===== config.mk =====
export PLATFORM = sky130hd
export DESIGN_NAME = blfb_sqrt_pipe
export DESIGN_NICKNAME = d
export VERILOG_FILES = /design/src/hdl/blfb_sqrt_pipe.sv
export SDC_FILE = /design/constraint.sdc
export NUM_CORES = 2
export LEC_CHECK = 0
export ABC_CLOCK_PERIOD_IN_PS = 8850
export BUFFER_PORTS_ARGS = -buffer_cell sky130_fd_sc_hd__buf_2
export CORE_ASPECT_RATIO = 1.5
export CORE_MARGIN = 1
export CORE_UTILIZATION = 41
export DETAILED_ROUTE_END_ITERATION = 10
export GPL_TIMING_DRIVEN = 0
export HOLD_SLACK_MARGIN = 0.02
export PLACE_DENSITY_LB_ADDON = 0.25
export SLEW_MARGIN = 20
export SYNTH_ARGS = -nofsm -noshare
export SYNTH_HDL_FRONTEND = slang
export SYNTH_MEMORY_MAX_BITS = 65536
export SYNTH_SLANG_ARGS = --single-unit
export TNS_END_PERCENT = 30

===== constraint.sdc =====
create_clock -name i_clk -period 8.85 [get_ports i_clk]
set_input_delay 0.885 -clock i_clk [delete_from_list [all_inputs] [get_ports i_clk]]
set_output_delay 0.885 -clock i_clk [all_outputs]
set_load 0.02 [all_outputs]

===== src/hdl/blfb_sqrt_pipe.sv =====
`timescale 1ns / 1ps
module blfb_sqrt_pipe #(
    parameter int RB = 33,
    parameter int SW = 8
) (
    input  logic            i_clk,
    input  logic            i_rst_n,
    input  logic            i_en,
    input  logic            i_valid,
    input  logic [2*RB-1:0] i_rad,
    input  logic [SW-1:0]   i_side,
    output logic            o_valid,
    output logic [RB-1:0]   o_root,
    output logic [SW-1:0]   o_side
);

    localparam int W = RB + 2;

    logic [W-1:0]    r_rem  [RB];
    logic [RB-1:0]   r_root [RB];
    logic [2*RB-1:0] r_rad  [RB];
    logic [SW-1:0]   r_side [RB];
    logic [RB-1:0]   r_vld;

    for (genvar k = 0; k < RB; k++) begin : g_stage
        logic [W-1:0]    rem_in;
        logic [W-1:0]    rem_sh;
        logic [W-1:0]    trial;
        logic [RB-1:0]   root_in;
        logic [2*RB-1:0] rad_in;
        logic [SW-1:0]   side_in;
        logic            vld_in;
        logic            ge;

        if (k == 0) begin : g_head
            assign rem_in  = '0;
            assign root_in = '0;
            assign rad_in  = i_rad;
            assign side_in = i_side;
            assign vld_in  = i_valid;
        end else begin : g_body
            assign rem_in  = r_rem[k-1];
            assign root_in = r_root[k-1];
            assign rad_in  = r_rad[k-1];
            assign side_in = r_side[k-1];
            assign vld_in  = r_vld[k-1];
        end

        assign rem_sh = {rem_in[W-3:0], rad_in[2*RB-1 -: 2]};
        assign trial  = {root_in, 2'b01};
        assign ge     = rem_sh >= trial;

        always_ff @(posedge i_clk) begin
            if (!i_rst_n) begin
                r_vld[k] <= 1'b0;
            end else if (i_en) begin
                r_vld[k] <= vld_in;
            end
        end

        always_ff @(posedge i_clk) begin
            if (i_en) begin
                r_rem[k]  <= ge ? rem_sh - trial : rem_sh;
                r_root[k] <= {root_in[RB-2:0], ge};
                r_rad[k]  <= {rad_in[2*RB-3:0], 2'b00};
                r_side[k] <= side_in;
            end
        end
    end

    assign o_valid = r_vld[RB-1];
    assign o_root  = r_root[RB-1];
    assign o_side  = r_side[RB-1];

endmodule


# Yosys cells after proc, flatten, opt, wreduce, memory -nomap -nowiden
# Memory sizes are Yosys's and may differ from the RTL's.
# Index checks and enable logic that the tools add are counted.
[classes]
addsub = 33
n_lt_le_gt_ge = 33
n_mux = 35
[ops]
columns = ["operator", "n"]
rows = [
  ["$mux W35", 33],
  ["$ge A35 B35 Y1", 32],
  ["$sub A35 B35 Y35", 32],
  ["$sub A2 B1 Y3 const B", 1],
  ["$ge A2 B1 Y1 const B", 1],
  ["$mux W1", 2],
]
[totals]
ff_bits = 33
ramBits = 4620
inputBits = 78
output_inout_bits = 42
memories = 4
[memory_table]
columns = ["memory", "depth", "word_bits", "read_ports", "rd_ports_with_merged_regs", "wr", "line_no", "rtl"]
rows = [
  ["r_rad", 33, 64, 32, 0, 33, "21", "logic [2*RB-1:0] r_rad [RB];"],
  ["r_rem", 33, 35, 32, 0, 33, "19", "logic [W-1:0] r_rem [RB];"],
  ["r_root", 33, 33, 33, 0, 33, "20", "logic [RB-1:0] r_root [RB];"],
  ["r_side", 33, 8, 33, 0, 33, "22", "logic [SW-1:0] r_side [RB];"],
]

# Longest topological paths before layout
# An unclocked memory read counts as a cell.
[depth]
word_depth = 3
mapped_depth = 15

# Worst setup path after synthesis
# Ideal clock, no wire load.
[synth_timing]
kind = "register -> register"
startpoint = "mem r_rem[0][1072] (netlist name)"
endpoint = "mem r_rem[0][1106] (netlist name) (data pin)"
t_arrival_ps = 3303
required_time_ps = 8590
setup_slack_ps = 5287
stages_incl_launch_ff = 14
n_path_buf = 3
period_less_slack_ps = 3563
cell_sequence = "edfxtp_1 > ha_1 > clkbuf_1 > a21o_1 > a21o_1 > a2111oi_0 > inv_1 > o211ai_1 > o21ai_0 > a21oi_1 > o21ba_2 > clkbuf_1 > clkbuf_1 > mux2_2"
[synth_lines]
columns = ["item", "line_no"]
rows = [
  ["start, declared", "19"],
]

==> results.ini <==
[detailed_routing]
wl_per_cell_um = 20.3
ant_nets = 0
wl_mm = 301
via_per_inst = 5.22
drtIter0Drc = 4652
drtPass1Iterations = 7
drcViolationCount = 0
vias = 77600

[timing]
post-route-period-util = 0.589
period_needed_ns = 5.21
worst_pin_slew_ns = 1.14
fin_skew_ns = 0.0534
hold_viol = 0
finalSetupViolCount = 0
tns_ns = 0
rsz0062_at_grt = false
maxSlewHeadroom = 0.233
max_freq_mhz = 192
drv_slew = 0

[clock_tree]
cts.sinks = 2921
post_cts_buffers = 0
path_clk_slew_ns = 0.06
cts_hold_buffers = 0
clock_latency_ns = 0.88
clk_root_buffer_cell = clkbuf_16
cts-htree-levels = 5
cts_tree = done
cts_resized = 0
clock_path_buffers = 4
cts_buffers = 301

[placement]
dp_hpwl_mm = 225
numPortBuffers = 119
gp_congestion = 0.894

[pwr]
total_power_mw = 39.4
power_density_mw_per_mm2 = 266
p_leak_nw = 55.8
ir_drop_v = 0.000161

[critical_path]
cp.required_ns = 9.41
crit_chain = ha_1 -> o21a_1 -> o21a_1 -> o2111ai_1 -> a31oi_1 -> a31oi_1 -> o21ai_0 -> a211o_1 -> clkbuf_1 -> buf_1 -> clkbuf_1 -> a21oi_1
cp_slowest_stage_delay_ns = 0.73
reg2regPathDepth = 12
r2r-start = r_rem[0][805]
r2r-end = r_rem[0][855]
start_kind = register
r2r_slack_ns = 3.64
cp-end-kind = register
cp.arrival_ns = 5.77
critPathKind = reg2reg
cp_slowest_cell = o21ai_0
crit_fanout = 10

[synthesis]
synth_ff_type = edfxtp_1
synth_xor_area_frac = 0.0537
synth-seq-cells = 2921
yosysTopAreaCell = edfxtp_1
yosysMostFrequentCell = edfxtp_1
synth.top_cell.area_share = 0.657
synth_top_family_by_area = simple AND/OR/NAND/NOR gates
async_flop_share = 0
synth_edf_count = 2888
synthDistinctLibCells = 84
synth-simple-area-share = 0.0936
synth_area_leaders = edfxtp_1 (66%), ha_1 (5.6%), xnor2_1 (2.8%)
seq_area_frac_synth = 0.662
avgSynthCellArea_sq_um = 13.3
muxShareOfSynthArea = 0.0139
syn_nets = 10600
synthTopCellsByCount = edfxtp_1 (2,888), inv_1 (781), nand2_1 (670)
yosys_warnings = 0
netlist_instances = 9956
synth_compound_area_frac = 0.0920
syn_area_sq_mm = 0.132
yosys.area_share.adder = 0.0564

[floorplanning]
io_pins = 120
fp.dieH_um = 697
die_area_sq_mm = 0.324
row_count = 254
core_area_sq_mm = 0.320
die_w_um = 465
initial_utilization = 0.413

[global_routing]
antenna_found_initial = 3
grt_pass1_wl_mm = 460
grt_usage = 0.183
overflow = 0
grt_pass1_vias = 79900
grt_max_degree = 157

[cells_and_area]
nFillCells = 28500
multi_input_area_sq_mm = 0.0409
syn_to_final_growth_pct = 12.4
nets = 11100
final_layout_size_suffix_gt1_frac = 0.0742
regArea_sq_mm = 0.0874

[hold_path]
min_to = r_rad[0][16]
hold_path.class = in2reg
min_from = i_rad[16]
whs_path_depth = 1

[flow_run]
maxCapViolCount = 0

[run_status]
outcome = finished clean

report_power, final:
group          total (mW)  switching (mW)  internal [mW]  leakage (nW)
combinational        8.16            4.87           3.29          22.9
sequential           18.5            1.11           17.4          28.1
clock                12.8            5.34           7.43          4.76
worst max-delay path by stage:
stage / startpoint / end / slack, ns / cells past startpoint
after floorplan: r_rem[0][1072] / r_rem[0][1106] / 5.29 / 13
after global placement: i_en / r_side[1][1] / -39.14 / 1
after detailed placement: r_rem[0][805] / r_rem[0][855] / 3.69 / 12
after CTS: r_rem[0][805] / r_rem[0][855] / 3.61 / 12
after global routing: r_rem[0][808] / r_rem[0][864] / 3.45 / 12
final: r_rem[0][805] / r_rem[0][855] / 3.64 / 12
cell usage in the layout (no fill, tap or decap), drive strengths merged, types with 33 or more instances in the layout:
cell    netlist  layout
xnor2       426     426
nor2b       129     129
dfxtp        33      33
bufinv        0      35
nor3        239     239
ha          595     595
a21oi       622     622
o211ai       39      39
o31ai        69      69
clkinv        0     108
a211oi       39      39
and3         64      64
nand4       104     104
xor2        383     383
inv         783     796
buf          23     164
clkbuf      202     557
o21a        117     117
edfxtp     2888    2888
or3         104     104
and2         34      34
mux2i        46      46
a21o        235     235
or4          65      65
nor4        115     115
or2          36      36
nand3       171     171
a31oi        59      59
mux2        122     122
o21bai       44      44
nand2b      103     103
nor2        562     562
o21ai       496     496
nand2       670     670
final cells by class:
| cell class | count | area share |
|---|---|---|
| Timing Repair Buffer | 141 | 0.00806 |
| Tap cell | 4224 | 0.0356 |
| Antenna cell | 16 | 0.000270 |
| Buffer | 225 | 0.00582 |
| Sequential cell | 2921 | 0.589 |
| Clock buffer | 355 | 0.0531 |
| Multi-Input combinational cell | 6027 | 0.276 |
| Clock inverter | 173 | 0.0132 |
| Inverter | 783 | 0.0198 |
flip-flops by register name, summed over array words and instances (netlist names):
register / count
r_root: 561
g_stage.vld_in: 32
r_rad: 1056
r_rem: 1007
r_side: 264
o_valid: 1
kinds of logic (layout without fill, tap and decap cells):
group           Yosys count  count (layout)
buf+inv                1008            1677
compound gates         1956            1956
mux                     168             168
flops                  2921            2921
xor+xnor                809             809
simple gates           2498            2498
fa+ha+maj               595             595
other cells               1              17
layer usage:
metal	up-vias	track usage	wire, um
met5	-	0	0
met4	0	0.0952	16700
met3	681	0.0219	8660
met2	1422	0.364	170000
met1	37700	0.181	106000
li1	37800	-	-
worst max-delay path: cells and delay by family (launching register included):
kind                       cells  cell delay, ns
buffers and inverters          3            1.60
adders and majority gates      1            0.38
DFF                            1            0.41
AOI/OAI and AO/OA              8            2.48
through the flow:
step | hold slack, ns | cells | utilization | instance area, sq um | setup slack [ns]
after global routing | 0.104 | 14900 | 0.464 | 148000 | 3.45
after detailed placement | 0.405 | 14300 | 0.433 | 139000 | 3.69
after global placement | 0.400 | 14300 | 0.431 | 138000 | -39.14
after floorplan | 0.400 | 9956 | - | 132000 | 5.29
after CTS | 0.0731 | 14800 | 0.464 | 148000 | 3.61
final | 0.168 | 14900 | 0.464 | 148000 | 3.64
Power figures use the tool's default switching activity.
